**config.mk**
```make
export PLATFORM = sky130hd
export DESIGN_NAME = circular_arc_step_interpolator_flat
export DESIGN_NICKNAME = d
export VERILOG_FILES = /design/src/cai_pkg.sv /design/src/cai_channels.sv /design/src/cai_start_calc.sv /design/src/cai_core.sv /design/src/circular_arc_step_interpolator.sv /design/src/flat_wrapper.sv
export VERILOG_INCLUDE_DIRS = /design/src /design/src/src
export SDC_FILE = /design/constraint.sdc
export NUM_CORES = 1
export LEC_CHECK = 0
export ABC_AREA = 0
export BUFFER_PORTS_ARGS = -buffer_cell sky130_fd_sc_hd__buf_2
export CELL_PAD_IN_SITES_DETAIL_PLACEMENT = 2
export CELL_PAD_IN_SITES_GLOBAL_PLACEMENT = 2
export CORE_AREA = 2 2 232 234
export CTS_CLUSTER_SIZE = 16
export DETAILED_ROUTE_END_ITERATION = 16
export DIE_AREA = 0 0 234 236
export PLACE_DENSITY_LB_ADDON = 0.1
export RECOVER_POWER = 25
export SYNTH_ARGS = -nofsm -noshare
export SYNTH_HDL_FRONTEND = slang
export SYNTH_SLANG_ARGS = --single-unit
```
**constraint.sdc**
```tcl
create_clock -name clk -period 25.3 [get_ports clk]
set_clock_uncertainty 0.1 [all_clocks]
set_input_delay 7.59 -clock clk [delete_from_list [all_inputs] [get_ports clk]]
set_output_delay 7.59 -clock clk [all_outputs]
set_load 0.02 [all_outputs]
```
**src/circular_arc_step_interpolator_macros.svh**
```systemverilog
// Assertion macros for the circular arc step interpolator.
// Needs signals clk and rst_n in the scope of each use.
`ifndef CIRCULAR_ARC_STEP_INTERPOLATOR_MACROS_SVH
`define CIRCULAR_ARC_STEP_INTERPOLATOR_MACROS_SVH
`ifndef SYNTHESIS
`define CAI_ASSERT_IMP(lbl, ante, cons, msg) \
  lbl: assert property (@(posedge clk) disable iff (!rst_n) (ante) |-> (cons)) \
    else $error(msg);
`define CAI_ASSERT_NXT(lbl, ante, cons, msg) \
  lbl: assert property (@(posedge clk) disable iff (!rst_n) (ante) |=> (cons)) \
    else $error(msg);
`else
`define CAI_ASSERT_IMP(lbl, ante, cons, msg)
`define CAI_ASSERT_NXT(lbl, ante, cons, msg)
`endif
`endif

```
**src/cai_pkg.sv**
```systemverilog
// Shared types and constants of the circular arc step interpolator.
// No dependencies.
package cai_pkg;

  localparam int unsigned COORD_W  = 12;
  localparam int unsigned POS_W    = 22;
  localparam int unsigned ERR_W    = 48;
  localparam int unsigned PULSE_W  = 23;
  localparam int unsigned PERIOD_W = 16;

  localparam logic signed [COORD_W-1:0] COORD_HI = 12'sd1024;
  localparam logic signed [COORD_W-1:0] COORD_LO = -12'sd1024;
  localparam logic [PERIOD_W-1:0] PERIOD_RESET = 16'd40000;
  localparam logic [PULSE_W-1:0] PULSE_MAX = '1;

  localparam logic CMD_START = 1'b0;
  localparam logic CMD_TICK  = 1'b1;

  typedef enum logic [2:0] {
    Q_NONE   = 3'd0,
    Q_FIRST  = 3'd1,
    Q_SECOND = 3'd2,
    Q_THIRD  = 3'd3,
    Q_FOURTH = 3'd4
  } quad_t;

  typedef struct packed {
    logic                      command;
    logic signed [COORD_W-1:0] start_x;
    logic signed [COORD_W-1:0] start_y;
    logic signed [COORD_W-1:0] stop_x;
    logic signed [COORD_W-1:0] stop_y;
    logic                      rotate_cw;
  } cmd_t;

  // Arc setup derived from a start beat
  typedef struct packed {
    logic signed [POS_W-1:0] pos_x;
    logic signed [POS_W-1:0] pos_y;
    logic [PULSE_W-1:0]      pulses;
    logic                    x_nonneg;
    logic                    x_nonpos;
    logic                    y_nonneg;
    logic                    y_nonpos;
  } start_t;

  typedef struct packed {
    logic                step_valid;
    logic                step_axis;
    logic                dir_pin;
    logic [PERIOD_W-1:0] period_out;
    logic                running;
    logic                all_stopped;
  } res_t;

endpackage

```
**src/cai_channels.sv**
```systemverilog
// Valid/ready channel interfaces: command input, step result, period write.
// Depends on cai_pkg.
interface cai_in_if;
  import cai_pkg::*;
  logic                      valid;
  logic                      ready;
  logic                      command;
  logic signed [COORD_W-1:0] start_x;
  logic signed [COORD_W-1:0] start_y;
  logic signed [COORD_W-1:0] stop_x;
  logic signed [COORD_W-1:0] stop_y;
  logic                      rotate_cw;
  modport source (output valid, command, start_x, start_y, stop_x, stop_y, rotate_cw,
                  input ready);
  modport sink (input valid, command, start_x, start_y, stop_x, stop_y, rotate_cw,
                output ready);
endinterface

interface cai_out_if;
  import cai_pkg::*;
  logic                valid;
  logic                ready;
  logic                step_valid;
  logic                step_axis;
  logic                dir_pin;
  logic [PERIOD_W-1:0] period_out;
  logic                running;
  logic                all_stopped;
  modport source (output valid, step_valid, step_axis, dir_pin, period_out, running,
                  all_stopped, input ready);
  modport sink (input valid, step_valid, step_axis, dir_pin, period_out, running,
                all_stopped, output ready);
endinterface

interface cai_cfg_if;
  import cai_pkg::*;
  logic                valid;
  logic                ready;
  logic [PERIOD_W-1:0] pulse_period;
  modport source (output valid, pulse_period, input ready);
  modport sink (input valid, pulse_period, output ready);
endinterface

```
**src/cai_start_calc.sv**
```systemverilog
// Arc setup for a start beat: clamp, scale, pulse total and start-point signs.
// Depends on cai_pkg.
module cai_start_calc #(
  parameter int SCALE = 1600
) (
  input  cai_pkg::cmd_t   cmd,
  output cai_pkg::start_t setup
);
  import cai_pkg::*;

  localparam int UW = $clog2(SCALE + 1);   // unsigned scale width
  localparam int SW = UW + 1;              // signed scale width
  localparam int PW = COORD_W + SW;        // scaled coordinate width
  localparam int DW = COORD_W + 1;         // coarse difference width
  localparam int TW = DW + 1 + UW;         // scaled total width
  localparam int XW = (TW > PULSE_W) ? TW : PULSE_W;
  localparam logic [UW-1:0] SCALE_U = UW'(SCALE);
  localparam logic signed [SW-1:0] SCALE_S = SW'(SCALE);

  logic signed [COORD_W-1:0] cx, cy, ex, ey;
  logic signed [DW-1:0]      dx, dy;
  logic [DW-1:0]             adx, ady;
  logic [DW:0]               asum;
  logic [XW-1:0]             tot;
  logic signed [PW-1:0]      px, py;

  function automatic logic signed [COORD_W-1:0] clamp(input logic signed [COORD_W-1:0] v);
    logic signed [COORD_W-1:0] c;
    c = v;
    if (v > COORD_HI) c = COORD_HI;
    if (v < COORD_LO) c = COORD_LO;
    return c;
  endfunction

  always_comb begin
    cx = clamp(cmd.start_x);
    cy = clamp(cmd.start_y);
    ex = clamp(cmd.stop_x);
    ey = clamp(cmd.stop_y);
    dx = DW'(cx) - DW'(ex);
    dy = DW'(cy) - DW'(ey);
    adx = dx[DW-1] ? DW'(-dx) : DW'(dx);
    ady = dy[DW-1] ? DW'(-dy) : DW'(dy);
    asum = (DW+1)'(adx) + (DW+1)'(ady);
    // |sx-ex| + |sy-ey| equals the coarse Manhattan distance times the scale
    tot = XW'(TW'(asum) * TW'(SCALE_U));
    px = PW'(cx) * PW'(SCALE_S);
    py = PW'(cy) * PW'(SCALE_S);

    setup.pos_x    = POS_W'(px);
    setup.pos_y    = POS_W'(py);
    setup.pulses   = (tot > XW'(PULSE_MAX)) ? PULSE_MAX : PULSE_W'(tot);
    // the scale is positive, so scaled signs follow the coarse ones
    setup.x_nonneg = !cx[COORD_W-1];
    setup.x_nonpos = cx[COORD_W-1] || (cx == '0);
    setup.y_nonneg = !cy[COORD_W-1];
    setup.y_nonpos = cy[COORD_W-1] || (cy == '0);
  end

endmodule

```
**src/cai_core.sv**
```systemverilog
// Interpolator datapath: input register, arc state, error update, result register.
// Depends on cai_pkg, cai_start_calc and the assertion macro header.
`include "circular_arc_step_interpolator_macros.svh"

module cai_core #(
  parameter int SCALE = 1600
) (
  input  logic                           clk,
  input  logic                           rst_n,
  input  logic                           in_valid,
  output logic                           in_ready,
  input  cai_pkg::cmd_t                  in_cmd,
  output logic                           out_valid,
  input  logic                           out_ready,
  output cai_pkg::res_t                  out_res,
  input  logic [cai_pkg::PERIOD_W-1:0]   period
);
  import cai_pkg::*;

  logic                    cmd_valid_r;
  cmd_t                    cmd_r;
  logic                    out_valid_r;
  res_t                    res_r, res_nxt;
  logic                    advance;

  logic signed [POS_W-1:0] pos_x_r, pos_x_nxt;
  logic signed [POS_W-1:0] pos_y_r, pos_y_nxt;
  logic signed [ERR_W-1:0] err_r, err_nxt;
  logic [PULSE_W-1:0]      pulses_r, pulses_nxt;
  quad_t                   quad_r, quad_nxt;
  logic                    run_r, run_nxt;
  logic                    cw_r, cw_nxt;

  start_t                  setup;
  logic                    dx_neg, dy_neg, use_y, sel_neg;
  logic signed [POS_W-1:0] sel_pos;
  logic [ERR_W-1:0]        twice;

  cai_start_calc #(.SCALE(SCALE)) u_start (
    .cmd   (cmd_r),
    .setup (setup)
  );

  assign advance   = cmd_valid_r && (!out_valid_r || out_ready);
  assign in_ready  = !cmd_valid_r || advance;
  assign out_valid = out_valid_r;
  assign out_res   = res_r;

  // Direction and axis choice for a tick
  always_comb begin
    dx_neg = (quad_r == Q_FIRST) || (quad_r == Q_SECOND);
    dy_neg = (quad_r == Q_SECOND) || (quad_r == Q_THIRD);
    if ((quad_r == Q_FIRST) || (quad_r == Q_THIRD)) begin
      use_y = err_r[ERR_W-1];
    end else begin
      use_y = !err_r[ERR_W-1];
    end
    sel_pos = use_y ? pos_y_r : pos_x_r;
    sel_neg = use_y ? dy_neg : dx_neg;
    twice   = {{(ERR_W-POS_W-1){sel_pos[POS_W-1]}}, sel_pos, 1'b0};
  end

  always_comb begin
    pos_x_nxt  = pos_x_r;
    pos_y_nxt  = pos_y_r;
    err_nxt    = err_r;
    pulses_nxt = pulses_r;
    quad_nxt   = quad_r;
    run_nxt    = run_r;
    cw_nxt     = cw_r;
    res_nxt    = '0;
    if (cmd_r.command == CMD_START) begin
      err_nxt    = '0;
      pos_x_nxt  = setup.pos_x;
      pos_y_nxt  = setup.pos_y;
      pulses_nxt = setup.pulses;
      run_nxt    = 1'b1;
      cw_nxt     = cmd_r.rotate_cw;
      if (!cmd_r.rotate_cw) begin
        priority if (setup.x_nonneg && setup.y_nonneg && quad_r == Q_NONE) begin
          quad_nxt = Q_FIRST;
        end else if (setup.x_nonneg && setup.y_nonpos && quad_r == Q_THIRD) begin
          quad_nxt = Q_FOURTH;
        end else if (setup.x_nonpos && setup.y_nonneg && quad_r == Q_FIRST) begin
          quad_nxt = Q_SECOND;
        end else if (setup.x_nonpos && setup.y_nonpos && quad_r == Q_SECOND) begin
          quad_nxt = Q_THIRD;
        end else begin
          quad_nxt = quad_r;
        end
      end
    end else if (pulses_r == '0) begin
      run_nxt             = 1'b0;
      res_nxt.all_stopped = (quad_r == Q_FOURTH);
    end else begin
      pulses_nxt = pulses_r - PULSE_W'(1);
      if (!cw_r && quad_r != Q_NONE) begin
        // f += 2*d*p + 1, with -2p+1 written as ~(2p) + 2
        err_nxt = err_r + (sel_neg ? ~twice : twice) + (sel_neg ? ERR_W'(2) : ERR_W'(1));
        if (use_y) begin
          pos_y_nxt = dy_neg ? pos_y_r - POS_W'(1) : pos_y_r + POS_W'(1);
        end else begin
          pos_x_nxt = dx_neg ? pos_x_r - POS_W'(1) : pos_x_r + POS_W'(1);
        end
        res_nxt.step_valid = 1'b1;
        res_nxt.step_axis  = use_y;
        res_nxt.dir_pin    = use_y ? dy_neg : !dx_neg;
        res_nxt.period_out = period;
      end
    end
    res_nxt.running = run_nxt;
  end

  always_ff @(posedge clk) begin
    if (!rst_n) begin
      cmd_valid_r <= 1'b0;
      out_valid_r <= 1'b0;
      pos_x_r     <= '0;
      pos_y_r     <= '0;
      err_r       <= '0;
      pulses_r    <= '0;
      quad_r      <= Q_NONE;
      run_r       <= 1'b0;
      cw_r        <= 1'b0;
    end else begin
      if (in_ready) begin
        cmd_valid_r <= in_valid;
      end
      if (advance) begin
        out_valid_r <= 1'b1;
        pos_x_r     <= pos_x_nxt;
        pos_y_r     <= pos_y_nxt;
        err_r       <= err_nxt;
        pulses_r    <= pulses_nxt;
        quad_r      <= quad_nxt;
        run_r       <= run_nxt;
        cw_r        <= cw_nxt;
      end else if (out_ready) begin
        out_valid_r <= 1'b0;
      end
    end
  end

  always_ff @(posedge clk) begin
    if (in_ready && in_valid) begin
      cmd_r <= in_cmd;
    end
    if (advance) begin
      res_r <= res_nxt;
    end
  end

  `CAI_ASSERT_IMP(a_pulses_need_run, pulses_r != '0, run_r, "pulses left while stopped")
  `CAI_ASSERT_IMP(a_no_overwrite, out_valid_r && !out_ready, !advance, "held result overwritten")
  `CAI_ASSERT_NXT(a_fourth_sticky, quad_r == Q_FOURTH, quad_r == Q_FOURTH, "left fourth quadrant")
  `CAI_ASSERT_IMP(a_step_running, out_valid_r && res_r.step_valid, res_r.running,
                  "step issued while not running")
  `CAI_ASSERT_IMP(a_stop_not_running, out_valid_r && res_r.all_stopped, !res_r.running,
                  "all_stopped while running")

endmodule

```
**src/circular_arc_step_interpolator.sv**
```systemverilog
// Top level of the two-axis circular arc step interpolator.
// Depends on cai_pkg, the channel interfaces and cai_core.
//
// Usage:
//   in_bus  carries one command beat: a start beat (command 0) loads a quarter
//           arc from start_x/start_y/stop_x/stop_y and rotate_cw, a tick beat
//           (command 1) asks for the next step pulse.
//   out_bus returns exactly one result beat per command beat, in order:
//           step_valid/step_axis/dir_pin/period_out for the pulse, running,
//           and all_stopped when the arc finishes in the fourth quadrant.
//   cfg_bus writes pulse_period; always ready, write only while idle.
// Path: a command beat passes the input register, then the result register.
// Throughput: one beat per cycle while out_bus is not stalled; the tick path is
//   one 48-bit error add and a position increment between the input register
//   and the result register.
// Reset (rst_n low, synchronous) clears position, error, pulse count, quadrant
//   and run flag, and sets pulse_period to 40000.
// When out_bus stalls, the result is held and one more command beat is taken
//   into the input register; in_bus ready then drops until the result moves.
module circular_arc_step_interpolator #(
  parameter int SCALE = 1600
) (
  input logic       clk,
  input logic       rst_n,
  cai_in_if.sink    in_bus,
  cai_out_if.source out_bus,
  cai_cfg_if.sink   cfg_bus
);
  import cai_pkg::*;

  logic [PERIOD_W-1:0] period_r;
  cmd_t                cmd;
  res_t                res;

  assign cfg_bus.ready = 1'b1;

  always_ff @(posedge clk) begin
    if (!rst_n) begin
      period_r <= PERIOD_RESET;
    end else if (cfg_bus.valid) begin
      period_r <= cfg_bus.pulse_period;
    end
  end

  always_comb begin
    cmd.command   = in_bus.command;
    cmd.start_x   = in_bus.start_x;
    cmd.start_y   = in_bus.start_y;
    cmd.stop_x    = in_bus.stop_x;
    cmd.stop_y    = in_bus.stop_y;
    cmd.rotate_cw = in_bus.rotate_cw;
  end

  cai_core #(.SCALE(SCALE)) u_core (
    .clk       (clk),
    .rst_n     (rst_n),
    .in_valid  (in_bus.valid),
    .in_ready  (in_bus.ready),
    .in_cmd    (cmd),
    .out_valid (out_bus.valid),
    .out_ready (out_bus.ready),
    .out_res   (res),
    .period    (period_r)
  );

  assign out_bus.step_valid  = res.step_valid;
  assign out_bus.step_axis   = res.step_axis;
  assign out_bus.dir_pin     = res.dir_pin;
  assign out_bus.period_out  = res.period_out;
  assign out_bus.running     = res.running;
  assign out_bus.all_stopped = res.all_stopped;

endmodule
```
**src/flat_wrapper.sv**
```systemverilog
// flat-port wrapper written by rule: the top's interface ports become plain ports
module circular_arc_step_interpolator_flat import cai_pkg::*;
#(
  parameter int SCALE = 1600
)
  (clk, rst_n, in_bus_valid, in_bus_command, in_bus_start_x, in_bus_start_y, in_bus_stop_x, in_bus_stop_y, in_bus_rotate_cw, in_bus_ready, out_bus_valid, out_bus_step_valid, out_bus_step_axis, out_bus_dir_pin, out_bus_period_out, out_bus_running, out_bus_all_stopped, out_bus_ready, cfg_bus_valid, cfg_bus_pulse_period, cfg_bus_ready);
  cai_in_if in_bus_i ();
  cai_out_if out_bus_i ();
  cai_cfg_if cfg_bus_i ();
  input logic clk;
  input logic rst_n;
  input wire logic [$bits(in_bus_i.valid)-1:0] in_bus_valid;
  input wire logic [$bits(in_bus_i.command)-1:0] in_bus_command;
  input wire logic [$bits(in_bus_i.start_x)-1:0] in_bus_start_x;
  input wire logic [$bits(in_bus_i.start_y)-1:0] in_bus_start_y;
  input wire logic [$bits(in_bus_i.stop_x)-1:0] in_bus_stop_x;
  input wire logic [$bits(in_bus_i.stop_y)-1:0] in_bus_stop_y;
  input wire logic [$bits(in_bus_i.rotate_cw)-1:0] in_bus_rotate_cw;
  output wire logic [$bits(in_bus_i.ready)-1:0] in_bus_ready;
  output wire logic [$bits(out_bus_i.valid)-1:0] out_bus_valid;
  output wire logic [$bits(out_bus_i.step_valid)-1:0] out_bus_step_valid;
  output wire logic [$bits(out_bus_i.step_axis)-1:0] out_bus_step_axis;
  output wire logic [$bits(out_bus_i.dir_pin)-1:0] out_bus_dir_pin;
  output wire logic [$bits(out_bus_i.period_out)-1:0] out_bus_period_out;
  output wire logic [$bits(out_bus_i.running)-1:0] out_bus_running;
  output wire logic [$bits(out_bus_i.all_stopped)-1:0] out_bus_all_stopped;
  input wire logic [$bits(out_bus_i.ready)-1:0] out_bus_ready;
  input wire logic [$bits(cfg_bus_i.valid)-1:0] cfg_bus_valid;
  input wire logic [$bits(cfg_bus_i.pulse_period)-1:0] cfg_bus_pulse_period;
  output wire logic [$bits(cfg_bus_i.ready)-1:0] cfg_bus_ready;
  assign in_bus_i.valid = in_bus_valid;
  assign in_bus_i.command = in_bus_command;
  assign in_bus_i.start_x = in_bus_start_x;
  assign in_bus_i.start_y = in_bus_start_y;
  assign in_bus_i.stop_x = in_bus_stop_x;
  assign in_bus_i.stop_y = in_bus_stop_y;
  assign in_bus_i.rotate_cw = in_bus_rotate_cw;
  assign in_bus_ready = in_bus_i.ready;
  assign out_bus_valid = out_bus_i.valid;
  assign out_bus_step_valid = out_bus_i.step_valid;
  assign out_bus_step_axis = out_bus_i.step_axis;
  assign out_bus_dir_pin = out_bus_i.dir_pin;
  assign out_bus_period_out = out_bus_i.period_out;
  assign out_bus_running = out_bus_i.running;
  assign out_bus_all_stopped = out_bus_i.all_stopped;
  assign out_bus_i.ready = out_bus_ready;
  assign cfg_bus_i.valid = cfg_bus_valid;
  assign cfg_bus_i.pulse_period = cfg_bus_pulse_period;
  assign cfg_bus_ready = cfg_bus_i.ready;
  circular_arc_step_interpolator #(.SCALE(SCALE)) u_core (.clk(clk), .rst_n(rst_n), .in_bus(in_bus_i), .out_bus(out_bus_i), .cfg_bus(cfg_bus_i));
endmodule
```
==> results.rst, run 1 <==
.. list-table::
   :header-rows: 1

   * - Metric
     - Value
   * - Status
     - finished, final reports clean
   * - Count of synthesis-stage warnings from yosys
     - 0
   * - GRT Total Usage
     - 22.90%
   * - Number of search-and-repair iterations in the first detailed-routing pass
     - 4
   * - Clock Sink Count
     - 209
   * - Routability-driven placement congestion ratio
     - 0.8398
   * - Slew headroom
     - 3.237%
   * - Detailed-placement wirelength estimate
     - 47950 um
   * - Initial Utilization
     - 36.54%
   * - Remaining antenna violation count
     - 0
   * - Endpoint, Worst Hold
     - u_core.u_core.err_r[6]
   * - Number of unique standard cell types used by synthesis
     - 88
   * - Mean cell area of the mapped netlist
     - 8.443 um2
   * - Highest clock rate
     - 62.95 MHz
   * - Post-synthesis sequential element count
     - 209
   * - Post-CTS Setup Repair Bufs
     - 0
   * - Final setup vio count
     - 0
   * - Cell Area, Synth
     - 0.01939 mm2
   * - EDFF count, synth
     - 71
   * - Die boundary height
     - 236 um
   * - Most frequent cells in the layout
     - ha_1 (281), a21oi_1 (210), nand2_1 (189)
   * - RSZ-0062 raised after global routing
     - no
   * - Category of the critical setup timing path
     - in2out
   * - Die Wd
     - 234 um
   * - Portion of the clock cycle consumed by the worst path in the final layout
     - 62.79%
   * - Ratio of cells with drive above 1 in the final layout
     - 8.316%
   * - Number of clock buffers inserted by TritonCTS
     - 29
   * - Initial antenna violation count
     - 0
   * - Time the final worst path needs with I/O delays and setup
     - 15.88 ns
   * - Signed area change from the synthesized netlist to the final layout
     - 10.65%
   * - Longest individual stage delay on the worst path
     - 0.23 ns
   * - Count of buffers inserted at the top-level ports
     - 93
   * - Final hold violations
     - 0
   * - TritonCTS clock tree
     - yes
   * - Clock slew at the register clock pins of the worst setup and hold paths
     - 0.06 ns
   * - WL final
     - 62730 um
   * - Leading cell type in the layout, fill and taps excluded
     - ha_1
   * - Detail-routed via count per cell
     - 5.537
   * - Launch instance of the worst register-to-register path
     - u_core.u_core.cmd_r[27]
   * - CP max stage cell
     - nor2b_1
   * - Arrival time at the worst endpoint
     - 8.19 ns
   * - Gr ovfl total
     - 0
   * - Maxcap violations
     - 0
   * - Hold crit path type
     - reg2reg
   * - Largest buffer count on any clock path
     - 3
   * - Row cnt
     - 85
   * - Setup crit end kind
     - output port
   * - Diode insertion count for antenna repair
     - 0
   * - Largest net degree at the start of global routing
     - 78
   * - RR Endpoint
     - u_core.u_core.pulses_r[12]
   * - Synthesized netlist net count
     - 2684
   * - Number of global-route vias before repair
     - 18990
   * - Nets
     - 2746
   * - Number of levels the H-tree was split into
     - 1
   * - WL per Instance
     - 20.39 um
   * - Startpoint types
     - primary input
   * - Cells on Worst Hold Path
     - 2
   * - CP Cell Sequence
     - buf_2 -> nor2b_1 -> nand2_1 -> buf_2
   * - Worst Reg2Reg Path Length in Cells
     - 43
   * - Number of vias after detailed routing
     - 17040
   * - First-pass GRT wire length
     - 102400 um
   * - Cell type with the highest occurrence count on the critical path
     - buf_2
   * - Source of the worst hold timing path
     - u_core.u_core.err_r[6]
   * - Worst setup slack for register-to-register paths
     - 14.31 ns
   * - Required time at the worst-slack endpoint
     - 17.61 ns
   * - First-iteration detailed-routing DRC count
     - 563
   * - Clock latency of the later-clocked register in the worst-skew pair
     - 0.57 ns
   * - Ports placed on the boundary
     - 95
   * - Delay-heaviest family, CP
     - simple AND/OR/NAND/NOR gates
   * - Highest fanout seen on the critical path
     - 4
   * - Count of buffering cells on the critical path with inverters included
     - 2
   * - Root cell of the clock tree
     - clkbuf_16
   * - Cts-stage hold buffer count
     - 0
   * - Primary flip-flop cell chosen by synthesis mapping
     - dfxtp_1
   * - Cells resized by post-CTS repair
     - 0
   * - Sum of negative setup slack
     - 0 ns
   * - Count of final max-slew check failures
     - 0
   * - DRC errors left
     - 0
   * - Ys async rst share
     - 0%
   * - Number of cells produced by synthesis
     - 2297
   * - Slew at the pin closest to its max-slew limit
     - 1.438 ns
   * - Sequential share of the synthesized area
     - 25.24%
   * - Core region area
     - 0.05307 mm2
   * - Floorplan die area
     - 0.05522 mm2
-- final cells by class --
class,count,area [um2]
clock buffers,31,733.2
clock inverters,22,256.5
flip-flops and latches,209,4895
inverters,184,691.9
multi-input cells,1823,13410
well taps,696,870.8
repair buffers,112,596.8
fillers,5921,31610
-- worst max path at each step --
stage / from / to / slack [ns] / depth (start not counted)
after floorplan: out_bus_ready / in_bus_ready / 9.67 / 2
after global placement: out_bus_ready / in_bus_ready / 9.47 / 4
after detailed placement: out_bus_ready / in_bus_ready / 9.41 / 4
after CTS: out_bus_ready / in_bus_ready / 9.41 / 4
after global routing: out_bus_ready / in_bus_ready / 9.34 / 4
final: out_bus_ready / in_bus_ready / 9.42 / 4
-- Yosys cell counts (6+ instances only) --
library cell,count,share of area [%]
nor4_1,20,0.65
nor2_1,168,3.3
nor2b_1,20,0.65
nor3_1,55,1.4
and3_1,37,1.2
a21oi_1,210,5.4
or3_1,16,0.52
a21o_1,58,2.2
xnor2_1,115,5.2
mux2i_1,51,2.6
xor2_1,72,3.3
a31o_2,6,0.27
a311oi_1,8,0.36
nand3_1,74,1.9
nand2b_1,21,0.68
and2_1,19,0.61
a211oi_1,22,0.85
o21bai_1,27,1.0
o31ai_1,11,0.43
o221ai_1,6,0.27
inv_1,182,3.5
fa_1,35,3.6
a31oi_1,34,1.1
clkbuf_1,49,0.95
o21a_1,16,0.62
dfxtp_1,138,14
buf_1,8,0.15
nand4_1,20,0.65
o211ai_1,11,0.43
nand2_1,189,3.7
o21ai_0,107,2.8
o21ai_1,6,0.15
edfxtp_1,71,11
a22oi_1,9,0.35
buf_6,6,0.35
buf_2,13,0.34
ha_1,281,18
-- state kept, by name, indices dropped and copies added (netlist names) --
register                   flops
u_core.u_core.out_valid        1
u_core.u_core.err_r           48
u_core.u_core.out_res         21
u_core.u_core.pulses_r        23
u_core.u_core.pos_x_r         22
u_core.u_core.cw_r             1
u_core.u_core.pos_y_r         22
u_core.u_core.run_r            1
u_core.u_core.quad_r           3
u_core.period_r               16
u_core.u_core.cmd_r           50
u_core.u_core.cmd_valid_r      1
-- per-stage QoR --
| stage | utilization, % | hold slack (ns) | area, um2 | setup WS (ns) | std cells |
|---|---|---|---|---|---|
| finish | 40.43 | 0.3586 | 21460 | 9.415 | 3077 |
| global route | 40.43 | 0.3857 | 21460 | 9.342 | 3077 |
| CTS | 40.52 | 0.3673 | 21500 | 9.413 | 3077 |
| detailed placement | 38.65 | 0.3577 | 20510 | 9.414 | 3024 |
| global placement | 38.65 | 0.3430 | 20510 | 9.466 | 3024 |
| floorplan | - | 0.3315 | 19390 | 9.668 | 2297 |
-- worst reg2reg max path, delay by kind of cell, from the launching register on --
kind / cells / cell delay, ns
XOR/XNOR: 2 / 0.70
AND/OR/NAND/NOR: 11 / 2.55
multiplexers: 2 / 0.51
AO/OA/AOI/OAI: 17 / 3.58
adder cells (fa/ha/maj): 7 / 2.56
buffers and inverters: 4 / 0.42
flip-flops: 1 / 0.38
-- logic make-up (layout without fill, tap and decap cells) --
| kind of cell | after synthesis | in the layout | share of synthesized area, % |
|---|---|---|---|
| compound gates | 592 | 592 | 19.24 |
| xor+xnor | 188 | 188 | 8.587 |
| fa+ha+maj | 319 | 319 | 21.90 |
| buf+inv | 265 | 349 | 5.516 |
| flops | 209 | 209 | 25.24 |
| mux | 53 | 53 | 2.806 |
| other cells | 1 | 1 | 0.01934 |
| simple gates | 670 | 670 | 16.69 |
-- per-layer routing --
layer  routed length (um)  part of all wire (%)  vias up  global-route usage [%]
met2                32200                    51      113                   42.58
met3                 1059                   1.7       52                   2.103
met1                28410                    45     8525                   28.60
met5                    0                     0        -                       0
li1                     -                     -     8346                       -
met4                 1061                   1.7        0                   4.047
Power of run 1 is not shown: default switching activity piles up to over one toggle a cycle in this logic, so the estimate is an artifact.
==> run 2, diff against run 1 <==
--- a/config.mk
+++ b/config.mk
@@ -6,14 +6,14 @@
 export SDC_FILE = /design/constraint.sdc
 export NUM_CORES = 1
 export LEC_CHECK = 0
-export ABC_AREA = 0
+export ABC_AREA = 1
 export BUFFER_PORTS_ARGS = -buffer_cell sky130_fd_sc_hd__buf_2
 export CELL_PAD_IN_SITES_DETAIL_PLACEMENT = 2
 export CELL_PAD_IN_SITES_GLOBAL_PLACEMENT = 2
-export CORE_AREA = 2 2 232 234
+export CORE_AREA = 2 2 241 243
 export CTS_CLUSTER_SIZE = 16
 export DETAILED_ROUTE_END_ITERATION = 16
-export DIE_AREA = 0 0 234 236
+export DIE_AREA = 0 0 243 245
 export PLACE_DENSITY_LB_ADDON = 0.1
 export RECOVER_POWER = 25
 export SYNTH_ARGS = -nofsm -noshare
==> constraint.sdc (replaced) <==
create_clock -name clk -period 15.6 [get_ports clk]
set_clock_uncertainty 0.1 [all_clocks]
set_input_delay 4.68 -clock clk [delete_from_list [all_inputs] [get_ports clk]]
set_output_delay 4.68 -clock clk [all_outputs]
set_load 0.02 [all_outputs]
==> run 2 against run 1 <==
Against the previous run:
- routed wire length rose by 9.1%
- synthesized cell count rose by 26%
- cell count rose by 22%
- sequential share of layout area fell by 1.5 points
- worst hold slack improved by 0.0093 ns
- area after synthesis rose by 7.2%
- core utilization fell by 0.21 points
- largest cell class unchanged
==> results.rst, run 2 <==
.. list-table::
   :header-rows: 1

   * - Metric
     - Value
   * - Status
     - finished, final reports clean
   * - Die Wd
     - 243 um
   * - Highest clock rate
     - 101.1 MHz
   * - Primary flip-flop cell chosen by synthesis mapping
     - dfxtp_1
   * - Mean cell area of the mapped netlist
     - 7.172 um2
   * - Number of clock buffers inserted by TritonCTS
     - 28
   * - Count of synthesis-stage warnings from yosys
     - 0
   * - Maxcap violations
     - 0
   * - Initial Utilization
     - 36.46%
   * - Ys async rst share
     - 0%
   * - Area of all placed cells without fillers
     - 0.02294 mm2
   * - Detailed-placement wirelength estimate
     - 55360 um
   * - Routability-driven placement congestion ratio
     - 0.8409
   * - WL final
     - 68430 um
   * - Worst Reg2Reg Path Length in Cells
     - 45
   * - Placed cell areas
     - 0.02200 mm2
   * - Launch instance of the worst register-to-register path
     - u_core.u_core.cmd_r[36]
   * - First-iteration detailed-routing DRC count
     - 515
   * - Nets
     - 3354
   * - Sequential share of the synthesized area
     - 23.54%
   * - Clock latency of the later-clocked register in the worst-skew pair
     - 0.60 ns
   * - Category of the critical setup timing path
     - in2out
   * - Arrival time at the worst endpoint
     - 5.12 ns
   * - Switching power share of the total
     - 53.48%
   * - GRT Total Usage
     - 23.15%
   * - Time the final worst path needs with I/O delays and setup
     - 9.895 ns
   * - Pleak
     - 11.10 nW
   * - Most used standard cells in the synthesized netlist
     - nand2_1 (496), inv_1 (425), a21oi_1 (320)
   * - Power per cell area
     - 215.7 mW/mm2
   * - Gr ovfl total
     - 0
   * - Signed area change from the synthesized netlist to the final layout
     - 10.33%
   * - Combinational fraction of design power
     - 73.7%
   * - Cells resized by post-CTS repair
     - 0
   * - Number of search-and-repair iterations in the first detailed-routing pass
     - 4
   * - Leading cell type by number of instances after synthesis
     - nand2_1
   * - Cell internal pwr
     - 2.302 mW
   * - Number of unique standard cell types used by synthesis
     - 62
   * - RR Endpoint
     - u_core.u_core.pulses_r[4]
   * - Max FFs per register
     - 50
   * - Number of cells produced by synthesis
     - 2899
   * - EDFF count, synth
     - 71
   * - Most flop-heavy register
     - u_core.u_core.cmd_r
   * - Row cnt
     - 88
   * - Fillers
     - 6883
   * - Number of levels the H-tree was split into
     - 1
   * - Most frequent cells in the layout
     - nand2_1 (496), inv_1 (422), a21oi_1 (320)
   * - Setup crit end kind
     - output port
   * - Hold crit path type
     - reg2reg
   * - Cts-stage hold buffer count
     - 0
   * - Leading cell type in the layout, fill and taps excluded
     - nand2_1
   * - Floorplan die area
     - 0.05954 mm2
   * - Required time at the worst-slack endpoint
     - 10.82 ns
   * - Startpoint types
     - primary input
   * - Remaining antenna violation count
     - 0
   * - Initial antenna violation count
     - 0
   * - Core region area
     - 0.05703 mm2
   * - Biggest area consumer among synthesized cells
     - ha_1
   * - Detail-routed via count per cell
     - 5.231
   * - Number of vias after detailed routing
     - 19640
   * - Portion of the clock cycle consumed by the worst path in the final layout
     - 63.43%
   * - Clock Sink Count
     - 209
   * - First-pass GRT wire length
     - 113900 um
   * - RSZ-0062 raised after global routing
     - no
   * - Root cell of the clock tree
     - clkbuf_16
   * - IR drop worst, VDD
     - 0.3537 mV
   * - Final hold violations
     - 0
   * - TritonCTS clock tree
     - yes
   * - Count of final max-slew check failures
     - 0
   * - Worst setup slack for register-to-register paths
     - 6.87 ns
   * - Ratio of cells with drive above 1 in the final layout
     - 9.669%
   * - Cell Area, Synth
     - 0.02079 mm2
   * - Largest cells by area after synthesis
     - ha_1 (17%), dfxtp_1 (13%), edfxtp_1 (10%)
   * - Part of the power in registers
     - 12.9%
   * - Diode insertion count for antenna repair
     - 0
   * - Slew at the pin closest to its max-slew limit
     - 0.9800 ns
   * - Slew headroom
     - 34.59%
   * - Endpoint, Worst Hold
     - u_core.period_r[2]
   * - Post-synthesis sequential element count
     - 209
   * - Number of global-route vias before repair
     - 21940
   * - Area share of the leading cell type in the synthesized netlist
     - 16.91%
   * - Ports placed on the boundary
     - 95
   * - Die boundary height
     - 245 um
   * - Count of buffers inserted at the top-level ports
     - 93
   * - Cells on Worst Hold Path
     - 2
   * - Highest fanout seen on the critical path
     - 3
   * - Sum of negative setup slack
     - 0 ns
   * - Post-CTS Setup Repair Bufs
     - 0
   * - Synthesized netlist net count
     - 3286
   * - Largest buffer count on any clock path
     - 3
   * - Source of the worst hold timing path
     - u_core.period_r[2]
   * - Clock slew at the register clock pins of the worst setup and hold paths
     - 0.06 ns
   * - Part of the power in the clock network
     - 13.4%
   * - Largest net degree at the start of global routing
     - 66
   * - Biggest regs
     - u_core.u_core.cmd_r x50, u_core.u_core.err_r x48, u_core.u_core.pulses_r x23
   * - WL per Instance
     - 18.23 um
   * - DRC errors left
     - 0
   * - Final setup vio count
     - 0
   * - Switching power of the nets
     - 2.647 mW
run 2: area by class of cell:
class	count	area (um2)	share of cell area (%)
clock inverters	21	234.0	1.020
multi-input cells	2174	13890	60.56
flip-flops and latches	209	4895	21.34
repair buffers	107	568.0	2.476
clock buffers	31	711.9	3.104
inverters	447	1680	7.325
well taps	765	957.2	4.173
run 2: cells by family after synthesis:
family,after synthesis,synth area share [%]
muxes,1,0.04814
xor gates and xnor gates,112,4.754
and+or+nand+nor,1043,22.67
AOI/OAI and AO/OA,701,19.01
DFF,209,23.54
buffers and inverters,516,9.676
other,1,0.01804
adders and majority gates,316,20.28
run 2: stage by stage:
stage | worst slack, ns | instances | utilization [%] | hold WS, ns | power [mW]
floorplan | 5.887 | 2899 | - | 0.3300 | 3.326
global placement | 5.676 | 3702 | 38.57 | 0.3413 | 4.144
detailed placement | 5.695 | 3702 | 38.57 | 0.3666 | 4.350
CTS | 5.695 | 3754 | 40.23 | 0.3726 | 5.061
global route | 5.656 | 3754 | 40.22 | 0.3983 | 5.555
finish | 5.705 | 3754 | 40.22 | 0.3679 | 4.948
run 2: worst max path at each step:
stage / from / end / cells past startpoint
after detailed placement: out_bus_ready / in_bus_ready / 4
after floorplan: out_bus_ready / in_bus_ready / 2
after global placement: out_bus_ready / in_bus_ready / 4
final: out_bus_ready / in_bus_ready / 4
after global routing: out_bus_ready / in_bus_ready / 4
after CTS: out_bus_ready / in_bus_ready / 4
run 2: per-layer routing:
| layer | global-route usage [%] | part of all wire [%] | vias to the layer above |
|---|---|---|---|
| met5 | 0 | 0 | - |
| met4 | 4.836 | 1.8 | 0 |
| met3 | 1.859 | 1.7 | 57 |
| met2 | 44.51 | 52 | 156 |
| met1 | 27.93 | 45 | 9602 |
| li1 | - | - | 9824 |
run 2: worst max-delay path, cell delays in order:
cell and delay [ns]:
buf_2 0.10, inv_1 0.06, nand3_1 0.09, buf_2 0.18
run 2: power groups by stage:
stage          Combinational, mW  Sequential [mW]  Clock, mW
4_1_cts                     3.74            0.637      0.683
3_3_place_gp                3.50            0.646          0
5_1_grt                     4.21            0.642      0.700
3_5_place_dp                3.70            0.648          0
2_1_floorplan               2.69            0.639          0
6_report                    3.65            0.637      0.664
Power figures use the tool's default switching activity.
==> run 3, diff against run 2 <==
--- a/config.mk
+++ b/config.mk
@@ -10,10 +10,10 @@
 export BUFFER_PORTS_ARGS = -buffer_cell sky130_fd_sc_hd__buf_2
 export CELL_PAD_IN_SITES_DETAIL_PLACEMENT = 2
 export CELL_PAD_IN_SITES_GLOBAL_PLACEMENT = 2
-export CORE_AREA = 2 2 241 243
+export CORE_AREA = 2 2 255 257
 export CTS_CLUSTER_SIZE = 16
 export DETAILED_ROUTE_END_ITERATION = 16
-export DIE_AREA = 0 0 243 245
+export DIE_AREA = 0 0 257 259
 export PLACE_DENSITY_LB_ADDON = 0.1
 export RECOVER_POWER = 25
 export SYNTH_ARGS = -nofsm -noshare
==> constraint.sdc (replaced) <==
create_clock -name clk -period 8.4 [get_ports clk]
set_clock_uncertainty 0.1 [all_clocks]
set_input_delay 2.52 -clock clk [delete_from_list [all_inputs] [get_ports clk]]
set_output_delay 2.52 -clock clk [all_outputs]
set_load 0.02 [all_outputs]
==> run 3 against run 2 <==
Against the previous run:
- clock power grew 99%
- worst hold slack lost 0.0049 ns
- die area grew 12%
- sequential power grew 85%
- global-route usage shrank 2.0 points
- non-clock buffer count grew 16
- critical path type is now reg2reg
- critical endpoint is now u_core.u_core.pulses_r[17]
- largest cell class unchanged
- highest routed layer unchanged
==> results.rst, run 3 (synthesis results as in run 2) <==
.. list-table::
   :header-rows: 1

   * - Metric
     - Value
   * - Worst Reg2Reg Path Length in Cells
     - 42
   * - Largest net degree at the start of global routing
     - 71
   * - Source of the worst hold timing path
     - u_core.period_r[1]
   * - Number of search-and-repair iterations in the first detailed-routing pass
     - 4
   * - Launch instance of the worst register-to-register path
     - u_core.u_core.cmd_r[27]
   * - CP max stage cell
     - fa_1
   * - Pleak
     - 11.24 nW
   * - Sum of negative setup slack
     - 0 ns
   * - IR drop worst, VDD
     - 0.6964 mV
   * - Highest fanout seen on the critical path
     - 11
   * - Leading cell type in the layout, fill and taps excluded
     - nand2_1
   * - Fillers
     - 7537
   * - Die boundary height
     - 259 um
   * - Core region area
     - 0.06388 mm2
   * - Setup crit end kind
     - flop
   * - WL final
     - 70790 um
   * - Startpoint types
     - flop
   * - Ratio of cells with drive above 1 in the final layout
     - 10.61%
   * - Final hold violations
     - 0
   * - Number of vias after detailed routing
     - 19710
   * - Diode insertion count for antenna repair
     - 0
   * - Die Wd
     - 257 um
   * - Global-route track usage on met2
     - 39.51%
   * - Cell type with the highest occurrence count on the critical path
     - nand2_1
   * - Detail-routed via count per cell
     - 5.102
   * - First-iteration detailed-routing DRC count
     - 513
   * - Slew headroom
     - 33.00%
   * - Number of clock buffers inserted by TritonCTS
     - 29
   * - Clock latency of the later-clocked register in the worst-skew pair
     - 0.60 ns
   * - Clock slew at the register clock pins of the worst setup and hold paths
     - 0.06 ns
   * - DRC errors left
     - 0
   * - Number of global-route vias before repair
     - 21850
   * - Power per cell area
     - 403.7 mW/mm2
   * - WL per Instance
     - 18.33 um
   * - RSZ-0062 raised after global routing
     - no
   * - Root cell of the clock tree
     - clkbuf_16
   * - Highest clock rate
     - 128.6 MHz
   * - Portion of the clock cycle consumed by the worst path in the final layout
     - 92.56%
   * - Routability-driven placement congestion ratio
     - 0.8173
   * - Slew at the pin closest to its max-slew limit
     - 1.000 ns
   * - Most frequent cells in the layout
     - nand2_1 (496), inv_1 (422), a21oi_1 (318)
   * - Required time at the worst-slack endpoint
     - 8.74 ns
   * - Row cnt
     - 93
   * - Post-layout total power
     - 9.404 mW
   * - Remaining antenna violation count
     - 0
   * - Time the final worst path needs with I/O delays and setup
     - 7.775 ns
   * - Cells on Worst Hold Path
     - 2
   * - Path length in cells of the critical path
     - 42
   * - Post-route worst hold slack
     - 0.3631 ns
   * - Count of buffers inserted at the top-level ports
     - 93
   * - Longest individual stage delay on the worst path
     - 0.50 ns
   * - Hold crit path type
     - reg2reg
   * - Category of the critical setup timing path
     - reg2reg
   * - Launching element of the worst setup path
     - u_core.u_core.cmd_r[27]
   * - GRT Total Usage
     - 21.12%
   * - Nets
     - 3371
   * - Count of buffering cells on the critical path with inverters included
     - 7
   * - Met1 routing resource usage after global routing
     - 25.85%
   * - Floorplan die area
     - 0.06656 mm2
   * - Largest buffer count on any clock path
     - 3
   * - Signed area change from the synthesized netlist to the final layout
     - 12.03%
   * - Initial Utilization
     - 32.55%
   * - Ports placed on the boundary
     - 95
   * - Gr ovfl total
     - 0
   * - Clock Sink Count
     - 209
   * - TritonCTS clock tree
     - yes
   * - Number of levels the H-tree was split into
     - 1
   * - Biggest regs
     - u_core.u_core.cmd_r x50, u_core.u_core.err_r x48, u_core.u_core.pulses_r x23
   * - Status
     - finished, final reports clean
   * - Detailed-placement wirelength estimate
     - 57240 um
   * - Delay-heaviest family, CP
     - adder cells
   * - Met3 demand-to-capacity share in global routing
     - 1.875%
   * - Maxcap violations
     - 0
   * - Most flop-heavy register
     - u_core.u_core.cmd_r
   * - Most Crowded Layer GR
     - met2
   * - Final setup vio count
     - 0
   * - Max FFs per register
     - 50
   * - Count of final max-slew check failures
     - 0
   * - Arrival time at the worst endpoint
     - 8.11 ns
   * - Initial antenna violation count
     - 0
   * - First-pass GRT wire length
     - 115300 um
==> run 3: worst paths after layout <==
check / endpoint / slack, ns
worst max-delay path: u_core.u_core.pulses_r[17] / 0.62
worst min-delay path: u_core.period_r[1] / 0.36
worst max register to register: u_core.u_core.pulses_r[17] / 0.62
worst min register to register: u_core.period_r[1] / 0.36
==> run 3: worst reg2reg max path: cells and delay by family, from the launching register on <==
family	cells	cell delay, ns
AO/OA/AOI/OAI	11	1.91
XOR/XNOR	3	0.51
adder cells (fa/ha/maj)	7	2.50
buffers and inverters	7	0.64
flip-flops	1	0.45
AND/OR/NAND/NOR	14	1.51
==> run 3: layout make-up <==
| type | count | area (um2) | share of cell area, % |
|---|---|---|---|
| inverters | 447 | 1684 | 7.230 |
| repair buffers | 123 | 688.2 | 2.954 |
| multi-input cells | 2174 | 13950 | 59.91 |
| clock buffers | 34 | 754.5 | 3.239 |
| flip-flops and latches | 209 | 4895 | 21.01 |
| clock inverters | 20 | 247.7 | 1.064 |
| well taps | 855 | 1070 | 4.593 |
==> run 3: power breakdown <==
| group | switching [mW] | leakage, nW | total (mW) | internal, mW |
|---|---|---|---|---|
| logic | 4.38 | 8.93 | 6.91 | 2.53 |
| clock network | 0.543 | 0.489 | 1.32 | 0.776 |
| registers | 0.0587 | 1.82 | 1.18 | 1.12 |
==> run 3: what timing repair did <==
item	in CTS	in global routing
resized for setup	0	15
setup buffers	0	5
setup endpoints to repair	0	23
hold buffers	0	0
==> run 3: routing by layer <==
metal	share of wire (%)	routed length (um)	vias up
met5	0	0	-
met4	2.7	1904	0
met3	1.8	1294	87
met2	50	35370	192
met1	46	32230	9568
li1	-	-	9858
==> run 3: through the flow <==
stage	std cells	utilization [%]	setup slack, ns	instance area, um2
3_5_place_dp	3803	34.74	0.1518	22200
6_report	3862	36.46	0.6248	23290
2_1_floorplan	2899	-	1.389	20790
3_3_place_gp	3803	34.74	0.5970	22200
4_1_cts	3857	36.31	0.1467	23200
5_1_grt	3862	36.46	0.04052	23290
